===== src/rtl/core/md5_pkg.sv =====
// MD5 package: initial chaining words, round constants, rotate amounts,
// message word order and the working-register struct.
// No dependencies; used by md5_round and md5_hash_engine.
package md5_pkg;

    localparam logic [31:0] IV_A = 32'h67452301;
    localparam logic [31:0] IV_B = 32'hefcdab89;
    localparam logic [31:0] IV_C = 32'h98badcfe;
    localparam logic [31:0] IV_D = 32'h10325476;

    localparam int BlockWords = 16;
    localparam logic [5:0] LastRound = 6'd63;
    localparam logic [5:0] PadLimit = 6'd56;
    localparam logic [7:0] PadByte = 8'h80;
    localparam logic [1:0] LastWordIndex = 2'd3;

    typedef struct packed {
        logic [31:0] a;
        logic [31:0] b;
        logic [31:0] c;
        logic [31:0] d;
    } md5_work_t;

    // Additive constant of each round
    function automatic logic [31:0] md5_round_const(input logic [5:0] r);
        logic [31:0] k;
        unique case (r)
            6'd0:  k = 32'hd76aa478;  6'd1:  k = 32'he8c7b756;
            6'd2:  k = 32'h242070db;  6'd3:  k = 32'hc1bdceee;
            6'd4:  k = 32'hf57c0faf;  6'd5:  k = 32'h4787c62a;
            6'd6:  k = 32'ha8304613;  6'd7:  k = 32'hfd469501;
            6'd8:  k = 32'h698098d8;  6'd9:  k = 32'h8b44f7af;
            6'd10: k = 32'hffff5bb1;  6'd11: k = 32'h895cd7be;
            6'd12: k = 32'h6b901122;  6'd13: k = 32'hfd987193;
            6'd14: k = 32'ha679438e;  6'd15: k = 32'h49b40821;
            6'd16: k = 32'hf61e2562;  6'd17: k = 32'hc040b340;
            6'd18: k = 32'h265e5a51;  6'd19: k = 32'he9b6c7aa;
            6'd20: k = 32'hd62f105d;  6'd21: k = 32'h02441453;
            6'd22: k = 32'hd8a1e681;  6'd23: k = 32'he7d3fbc8;
            6'd24: k = 32'h21e1cde6;  6'd25: k = 32'hc33707d6;
            6'd26: k = 32'hf4d50d87;  6'd27: k = 32'h455a14ed;
            6'd28: k = 32'ha9e3e905;  6'd29: k = 32'hfcefa3f8;
            6'd30: k = 32'h676f02d9;  6'd31: k = 32'h8d2a4c8a;
            6'd32: k = 32'hfffa3942;  6'd33: k = 32'h8771f681;
            6'd34: k = 32'h6d9d6122;  6'd35: k = 32'hfde5380c;
            6'd36: k = 32'ha4beea44;  6'd37: k = 32'h4bdecfa9;
            6'd38: k = 32'hf6bb4b60;  6'd39: k = 32'hbebfbc70;
            6'd40: k = 32'h289b7ec6;  6'd41: k = 32'heaa127fa;
            6'd42: k = 32'hd4ef3085;  6'd43: k = 32'h04881d05;
            6'd44: k = 32'hd9d4d039;  6'd45: k = 32'he6db99e5;
            6'd46: k = 32'h1fa27cf8;  6'd47: k = 32'hc4ac5665;
            6'd48: k = 32'hf4292244;  6'd49: k = 32'h432aff97;
            6'd50: k = 32'hab9423a7;  6'd51: k = 32'hfc93a039;
            6'd52: k = 32'h655b59c3;  6'd53: k = 32'h8f0ccc92;
            6'd54: k = 32'hffeff47d;  6'd55: k = 32'h85845dd1;
            6'd56: k = 32'h6fa87e4f;  6'd57: k = 32'hfe2ce6e0;
            6'd58: k = 32'ha3014314;  6'd59: k = 32'h4e0811a1;
            6'd60: k = 32'hf7537e82;  6'd61: k = 32'hbd3af235;
            6'd62: k = 32'h2ad7d2bb;  6'd63: k = 32'heb86d391;
            default: k = 32'h0;
        endcase
        return k;
    endfunction

    // Left-rotate amount: depends on the round group and the round mod 4
    function automatic logic [4:0] md5_rot_amount(input logic [5:0] r);
        logic [4:0] s;
        unique case ({r[5:4], r[1:0]})
            4'b0000: s = 5'd7;   4'b0001: s = 5'd12;
            4'b0010: s = 5'd17;  4'b0011: s = 5'd22;
            4'b0100: s = 5'd5;   4'b0101: s = 5'd9;
            4'b0110: s = 5'd14;  4'b0111: s = 5'd20;
            4'b1000: s = 5'd4;   4'b1001: s = 5'd11;
            4'b1010: s = 5'd16;  4'b1011: s = 5'd23;
            4'b1100: s = 5'd6;   4'b1101: s = 5'd10;
            4'b1110: s = 5'd15;  4'b1111: s = 5'd21;
            default: s = 5'd0;
        endcase
        return s;
    endfunction

    // Message word used in each round, all arithmetic modulo 16
    function automatic logic [3:0] md5_msg_index(input logic [5:0] r);
        logic [3:0] lo;
        logic [3:0] g;
        lo = r[3:0];
        unique case (r[5:4])
            2'd0: g = lo;
            2'd1: g = lo + {lo[1:0], 2'b00} + 4'd1;
            2'd2: g = lo + {lo[2:0], 1'b0} + 4'd5;
            2'd3: g = {lo[0], 3'b000} - lo;
            default: g = lo;
        endcase
        return g;
    endfunction

endpackage


===== src/rtl/core/md5_hash_engine.sv =====
// MD5 hash engine: byte stream in, four digest words out per message.
// Data bytes are taken while idle; every 64th byte starts the 64 rounds on the
// shared round unit, followed by the chaining add. End of message pads the
// block and compresses it, plus a second length-only block when padding
// spills, then four output transfers. Reset (rst_n low, async) restores the initial
// chaining value and clears the byte count; the block buffer is not reset.
module md5_hash_engine (
    input  logic        clk,
    input  logic        rst_n,
    input  logic        s_tvalid,
    output logic        s_tready,
    input  logic [7:0]  s_tdata,   // [7:0] data_byte
    input  logic        s_tuser,   // [0] kind: 0 data byte, 1 end of message
    output logic        m_tvalid,
    input  logic        m_tready,
    output logic [31:0] m_tdata,   // [31:0] hash_word
    output logic [1:0]  m_tuser,   // [1:0] word_index
    output logic        m_tlast    // last_word
);
    import md5_pkg::*;

    typedef enum logic [2:0] {
        ST_IDLE,
        ST_ROUND,
        ST_ADD,
        ST_PAD2,
        ST_DIGEST
    } state_t;

    state_t      state_reg;
    logic [5:0]  round_reg;
    logic        final_reg;
    logic        second_reg;
    logic        m_tvalid_reg;
    logic [1:0]  out_idx_reg;

    logic [31:0] cv_reg [4];
    md5_work_t   work_reg;
    md5_work_t   work_next;
    logic [63:0] count_reg;
    logic [31:0] buf_reg [BlockWords];

    logic [5:0]  pos;
    logic [3:0]  pos_word;
    logic [1:0]  pos_lane;
    logic [63:0] bit_len;
    logic        data_xfer;
    logic        end_xfer;
    logic        out_xfer;
    logic        spill;
    logic        load_work;

    assign pos       = count_reg[5:0];
    assign pos_word  = pos[5:2];
    assign pos_lane  = pos[1:0];
    assign bit_len   = {count_reg[60:0], 3'b000};
    assign spill     = (pos >= PadLimit);

    assign s_tready  = (state_reg == ST_IDLE);
    assign data_xfer = s_tvalid && s_tready && !s_tuser;
    assign end_xfer  = s_tvalid && s_tready && s_tuser;
    assign out_xfer  = m_tvalid_reg && m_tready;
    assign load_work = (data_xfer && (pos == LastRound)) || end_xfer
                       || (state_reg == ST_PAD2);

    // Shared round unit
    md5_round u_round (
        .round_idx (round_reg),
        .work_in   (work_reg),
        .msg_word  (buf_reg[md5_msg_index(round_reg)]),
        .work_out  (work_next)
    );

    // Sequencer: state, round counter, message flags, output valid
    always_ff @(posedge clk or negedge rst_n)
    begin
        if (!rst_n)
        begin
            state_reg    <= ST_IDLE;
            round_reg    <= '0;
            final_reg    <= 1'b0;
            second_reg   <= 1'b0;
            m_tvalid_reg <= 1'b0;
            out_idx_reg  <= '0;
        end
        else
        begin
            unique case (state_reg)
                ST_IDLE:
                begin
                    if (end_xfer)
                    begin
                        final_reg  <= 1'b1;
                        second_reg <= spill;
                        round_reg  <= '0;
                        state_reg  <= ST_ROUND;
                    end
                    else if (data_xfer && (pos == LastRound))
                    begin
                        round_reg <= '0;
                        state_reg <= ST_ROUND;
                    end
                end
                ST_ROUND:
                begin
                    // Counter wraps back to zero after the last round
                    round_reg <= round_reg + 6'd1;
                    if (round_reg == LastRound)
                    begin
                        state_reg <= ST_ADD;
                    end
                end
                ST_ADD:
                begin
                    if (final_reg && second_reg)
                    begin
                        state_reg <= ST_PAD2;
                    end
                    else if (final_reg)
                    begin
                        m_tvalid_reg <= 1'b1;
                        out_idx_reg  <= '0;
                        state_reg    <= ST_DIGEST;
                    end
                    else
                    begin
                        state_reg <= ST_IDLE;
                    end
                end
                ST_PAD2:
                begin
                    second_reg <= 1'b0;
                    round_reg  <= '0;
                    state_reg  <= ST_ROUND;
                end
                ST_DIGEST:
                begin
                    if (out_xfer)
                    begin
                        if (out_idx_reg == LastWordIndex)
                        begin
                            m_tvalid_reg <= 1'b0;
                            final_reg    <= 1'b0;
                            state_reg    <= ST_IDLE;
                        end
                        else
                        begin
                            out_idx_reg <= out_idx_reg + 2'd1;
                        end
                    end
                end
                default:
                begin
                    state_reg <= ST_IDLE;
                end
            endcase
        end
    end

    // Chaining value, working registers and byte count
    always_ff @(posedge clk or negedge rst_n)
    begin
        if (!rst_n)
        begin
            cv_reg[0] <= IV_A;
            cv_reg[1] <= IV_B;
            cv_reg[2] <= IV_C;
            cv_reg[3] <= IV_D;
            work_reg  <= '0;
            count_reg <= '0;
        end
        else
        begin
            if (data_xfer)
            begin
                count_reg <= count_reg + 64'd1;
            end
            if (load_work)
            begin
                work_reg <= '{a: cv_reg[0], b: cv_reg[1], c: cv_reg[2], d: cv_reg[3]};
            end
            else if (state_reg == ST_ROUND)
            begin
                work_reg <= work_next;
            end
            if (state_reg == ST_ADD)
            begin
                cv_reg[0] <= cv_reg[0] + work_reg.a;
                cv_reg[1] <= cv_reg[1] + work_reg.b;
                cv_reg[2] <= cv_reg[2] + work_reg.c;
                cv_reg[3] <= cv_reg[3] + work_reg.d;
            end
            // Return to the initial state after the last digest word
            if ((state_reg == ST_DIGEST) && out_xfer && (out_idx_reg == LastWordIndex))
            begin
                cv_reg[0] <= IV_A;
                cv_reg[1] <= IV_B;
                cv_reg[2] <= IV_C;
                cv_reg[3] <= IV_D;
                work_reg  <= '0;
                count_reg <= '0;
            end
        end
    end

    // Block buffer: byte packing and padding
    always_ff @(posedge clk)
    begin
        if (data_xfer)
        begin
            unique case (pos_lane)
                2'd0: buf_reg[pos_word]        <= {24'h0, s_tdata};
                2'd1: buf_reg[pos_word][15:8]  <= s_tdata;
                2'd2: buf_reg[pos_word][23:16] <= s_tdata;
                2'd3: buf_reg[pos_word][31:24] <= s_tdata;
                default: buf_reg[pos_word]     <= {24'h0, s_tdata};
            endcase
        end
        else if (end_xfer)
        begin
            // Append the pad byte, clear everything after it up to the length words (to the block end on a spill)
            for (int i = 0; i < BlockWords; i++)
            begin
                if (4'(i) == pos_word)
                begin
                    unique case (pos_lane)
                        2'd0: buf_reg[i] <= {24'h0, PadByte};
                        2'd1: buf_reg[i] <= {16'h0, PadByte, buf_reg[i][7:0]};
                        2'd2: buf_reg[i] <= {8'h0, PadByte, buf_reg[i][15:0]};
                        2'd3: buf_reg[i] <= {PadByte, buf_reg[i][23:0]};
                        default: buf_reg[i] <= {24'h0, PadByte};
                    endcase
                end
                else if ((4'(i) > pos_word) && (spill || (i < BlockWords - 2)))
                begin
                    buf_reg[i] <= '0;
                end
            end
            if (!spill)
            begin
                buf_reg[BlockWords-2] <= bit_len[31:0];
                buf_reg[BlockWords-1] <= bit_len[63:32];
            end
        end
        else if (state_reg == ST_PAD2)
        begin
            // Length-only block after a spill
            for (int i = 0; i < BlockWords - 2; i++)
            begin
                buf_reg[i] <= '0;
            end
            buf_reg[BlockWords-2] <= bit_len[31:0];
            buf_reg[BlockWords-1] <= bit_len[63:32];
        end
    end

    // Digest output
    assign m_tvalid = m_tvalid_reg;
    assign m_tdata  = cv_reg[out_idx_reg];
    assign m_tuser  = out_idx_reg;
    assign m_tlast  = (out_idx_reg == LastWordIndex);

    // Input and output sides never open together
    a_no_overlap: assert property (@(posedge clk) disable iff (!rst_n)
        !(s_tready && m_tvalid))
        else $error("input ready while digest pending");

    // After the last digest transfer the engine is idle with a cleared count
    a_clear_after_digest: assert property (@(posedge clk) disable iff (!rst_n)
        (m_tvalid && m_tready && m_tlast) |=> (s_tready && (count_reg == 64'd0)))
        else $error("engine not cleared after digest");

    // An end-of-message transfer starts the rounds on the next cycle
    a_end_starts_rounds: assert property (@(posedge clk) disable iff (!rst_n)
        (s_tvalid && s_tready && s_tuser) |=> (state_reg == ST_ROUND && round_reg == 6'd0))
        else $error("end of message did not start compression");

endmodule


===== src/rtl/core/md5_round.sv =====
// MD5 round unit: one of the 64 rounds on the working registers per use.
// Depends on md5_pkg (constants, rotate table, md5_work_t).
module md5_round (
    input  logic [5:0]        round_idx,
    input  md5_pkg::md5_work_t work_in,
    input  logic [31:0]       msg_word,
    output md5_pkg::md5_work_t work_out
);
    import md5_pkg::*;

    logic [31:0] f;
    logic [31:0] t;
    logic [4:0]  rot;
    logic [63:0] rot_wide;

    // Select the boolean function of the round group
    always_comb
    begin
        unique case (round_idx[5:4])
            2'd0: f = (work_in.b & work_in.c) | (~work_in.b & work_in.d);
            2'd1: f = (work_in.d & work_in.b) | (~work_in.d & work_in.c);
            2'd2: f = work_in.b ^ work_in.c ^ work_in.d;
            2'd3: f = work_in.c ^ (work_in.b | ~work_in.d);
            default: f = '0;
        endcase
    end

    // Sum, rotate and rotate the register roles
    assign t        = work_in.a + f + md5_round_const(round_idx) + msg_word;
    assign rot      = md5_rot_amount(round_idx);
    assign rot_wide = {t, t} << rot;

    assign work_out.a = work_in.d;
    assign work_out.b = work_in.b + rot_wide[63:32];
    assign work_out.c = work_in.b;
    assign work_out.d = work_in.c;

endmodule

===== config.mk =====
export PLATFORM = sky130hd
export DESIGN_NAME = md5_hash_engine
export DESIGN_NICKNAME = d
export VERILOG_FILES = /design/src/rtl/core/md5_pkg.sv /design/src/rtl/core/md5_hash_engine.sv /design/src/rtl/core/md5_round.sv
export SDC_FILE = /design/constraint.sdc
export NUM_CORES = 2
export LEC_CHECK = 0
export ABC_AREA = 0
export BUFFER_PORTS_ARGS = -buffer_cell sky130_fd_sc_hd__buf_2
export CAP_MARGIN = 15
export CORE_ASPECT_RATIO = 0.9
export CORE_MARGIN = 1.5
export CORE_UTILIZATION = 40
export CTS_BUF_LIST = sky130_fd_sc_hd__clkbuf_16
export DETAILED_ROUTE_END_ITERATION = 8
export GPL_TIMING_DRIVEN = 0
export PLACE_DENSITY = 0.65
export SETUP_SLACK_MARGIN = 0.5
export SLEW_MARGIN = 0
export SYNTH_ARGS = -nofsm -noshare
export SYNTH_HDL_FRONTEND = slang
export SYNTH_SLANG_ARGS = --single-unit

===== constraint.sdc =====
create_clock -name clk -period 10.85 [get_ports clk]
set_input_delay 2.17 -clock clk [delete_from_list [all_inputs] [get_ports clk]]
set_output_delay 2.17 -clock clk [all_outputs]
set_load 0.01 [all_outputs]

==> summary.md <==
| Metric | Value |
|---|---|
| Port Buffers | 48 |
| Max_slew headroom | 0.0801 |
| FP Rows | 129 |
| Drt pass-1 iters | 7 |
| Area grow syn2layout | 14.2% |
| Crit path max fanout | 10 |
| Skew-Pair Late Insertion Delay | 0.77 ns |
| Die area | 0.140 mm^2 |
| Post-synth cell types | 96 |
| CTS HTree Levels | 3 |
| Worst Tran Pin Value | roughly 1.4 ns |
| EDFF count, synth | 112 |
| CTS root buf | clkbuf_16 |
| Synth warn | 0 |
| WL/cell | 28.2 um |
| Routability cong. | ~1.0 |
| Post-route cell area | 0.0631 mm^2 |
| Share of cells above drive strength 1 | 0.123 |
| Async SR Flop Fraction | 0.393 |
| GRT Util Overall | 0.336 |
| First-pass GRT wire length | 350000 um |
| Overflow after GRT | 0 |
| Synth top cells by count | nand2_1, a21oi_1, nor2_1 |
| Largest net degree at the start of global routing | 97 |
| Initial cell density of the core | 0.402 |
| Final Max Tran Viols | 0 |
| Core area | 0.137 mm^2 |
| Max reg flops | between 500 and 600 |
| Worst hold path class | reg -> reg |
| Main synth FF type | dfxtp_1 |
| Post-DP HPWL | 187000 um |
| Fmax | 97.4 MHz |
| Worst-path clk slew | about 0.060 ns |
| Die Ht | 356 um |
| # DRC | 0 |
| Crit path kind | reg -> reg |
| Count of final hold-check violations | 0 |
| IO Count | 50 |
| MaxCap Viol Count | 0 |
| Pre-CTS setup slack | -3.39 ns |
| Area share of the largest cell type after synthesis | 0.145 |
| Top post-synthesis cells by area | dfxtp_1, dfrtp_1, nand2_1 |
| Synthesized Nets | 6896 |
| Mapped Cells | between 6000 and 7000 |
| Via/cell ratio | about 6.4 |
| Clock sinks | 843 |
| Final period util | 0.946 |
| Clock Path Buffers | 3 |
| Top-count cell post-synth | nand2_1 |
| Worst path slowest cell | mux4_2 |
| Post-Syn Area per Cell | ~8.4 um^2 |
| Area leader, netlist | dfxtp_1 |
| Final setup margin | 0.585 ns |
| Final setup viols | 0 |
| Routed Antenna Nets | 0 |
| Seq/Total Area, Yosys | 0.357 |
| Netlist Area Pre-Place | 0.0553 mm^2 |
| Final Skew | 0.0722 ns |
| Vias in the first global route | 50938 |
| CTS tree | built |
| Worst Path Arrival | 10.83 ns |
| Die Width | 395 um |
| Unrepaired setup endpoints after global routing | no |
| Final Net Count | 7107 |
| CP startpoint kind | flop |
| Hold Slack | between 0.4 and 0.5 ns |
| Iter 0 DRT Violations | about 9300 |
| CTS Buf Count | 95 |
| Seq cells post-synth | 843 |
| Crit path largest cell delay | 0.55 ns |
| Min Tclk post-route | between 10 and 15 ns |
| Placed Area | 0.0580 mm^2 |
| Outcome | completed |
| Vias after detailed routing | between 50000 and 60000 |
| Initial antenna violation count | 11 |
| Final wirelength | 246000 um |
| CP Data Required Time | 11.42 ns |
| Critical path endpoint category | flop |
final timing paths:
check	endpoint	depth (start not counted)	slack, ns	startpoint
setup / recovery	work_reg[92]	46	0.59	round_reg[0]
min in group asynchronous	cv_reg[68]	1	1.42	rst_n
hold reg to reg	buf_reg[12][9]	2	0.45	buf_reg[12][9]
max in group asynchronous	cv_reg[59]	3	8.00	rst_n
setup reg to reg	work_reg[92]	46	0.59	round_reg[0]
hold / removal	buf_reg[12][9]	2	0.45	buf_reg[12][9]
timing repair:
action	CTS	global route
setup buffers	27	21
pin swaps	21	37
resized for setup	306	186
gates cloned	1	2
hold buffers	0	0
endpoints found under the setup margin	32	14
critical path, delay by kind of cell, from the launching register on:
family                     cells  cell delay, ns
AOI/OAI and AO/OA             18            3.25
xor gates and xnor gates       2            0.34
adders and majority gates      6            1.98
buffers and inverters          9            1.30
DFF                            1            0.42
muxes                          2            0.74
and+or+nand+nor                9            2.05
metal layers:
metal  global-route usage  vias up  share of wire
met1                0.480    27363           0.41
met3                0.116      682           0.15
li1                     -    23975              -
met5                    0        -        0.00022
met4                0.119        8          0.039
met2                0.465     4235           0.40
metrics by stage:
stage               setup TNS, ns  utilization  cells
floorplan                       0            -   6596
global placement           -71.65        0.421   8478
detailed placement         -69.81        0.422   8491
CTS                             0        0.453   8698
global route                    0        0.459   8723
finish                          0        0.459   8728
cells by family (layout without fill, tap and decap cells):
logic type | Yosys count | after routing | share of synthesized area
AO/OA/AOI/OAI | 1997 | 1997 | 0.215
XOR/XNOR | 228 | 228 | 0.0369
adder cells (fa/ha/maj) | 288 | 288 | 0.0744
buffers and inverters | 667 | 960 | 0.0467
flip-flops | 843 | 843 | 0.357
multiplexers | 320 | 320 | 0.0962
other | 0 | 5 | 0
AND/OR/NAND/NOR | 2253 | 2253 | 0.174
cells in the final DEF, fill, tap and decap left out, types with 35 or more instances in the layout:
| cell type | n |
|---|---|
| a211oi_1 | 40 |
| a21o_1 | 88 |
| a21oi_1 | 721 |
| a22oi_1 | 162 |
| a31oi_1 | 171 |
| and2_1 | 52 |
| and3_1 | 44 |
| buf_1 | 36 |
| buf_2 | 66 |
| buf_4 | 55 |
| clkbuf_1 | 246 |
| clkbuf_16 | 104 |
| clkbuf_2 | 63 |
| dfrtp_1 | 264 |
| dfstp_2 | 64 |
| dfxtp_1 | 400 |
| edfxtp_1 | 112 |
| fa_1 | 66 |
| ha_1 | 205 |
| inv_1 | 259 |
| mux2_2 | 45 |
| mux2i_1 | 94 |
| mux4_2 | 163 |
| nand2_1 | 1099 |
| nand2b_1 | 58 |
| nand3_1 | 148 |
| nor2_1 | 573 |
| nor2b_1 | 35 |
| nor3_1 | 98 |
| o21a_1 | 41 |
| o21ai_0 | 416 |
| o21ai_1 | 47 |
| xnor2_1 | 99 |
| xor2_1 | 120 |
area by class of cell:
cell class                      instances  area [um^2]
Antenna cell                            5         12.5
Buffer                                426         2190
Clock buffer                           96         2400
Clock inverter                         83          622
Fill cell                           13315        74300
Inverter                              241          927
Multi-Input combinational cell       5086        34000
Sequential cell                       843        19700
Tap cell                             1834         2290
Timing Repair Buffer                  114          922
Power is left out: the tool's default activity adds up to more than one toggle a clock period on the data nets, which glitch-free logic cannot reach.
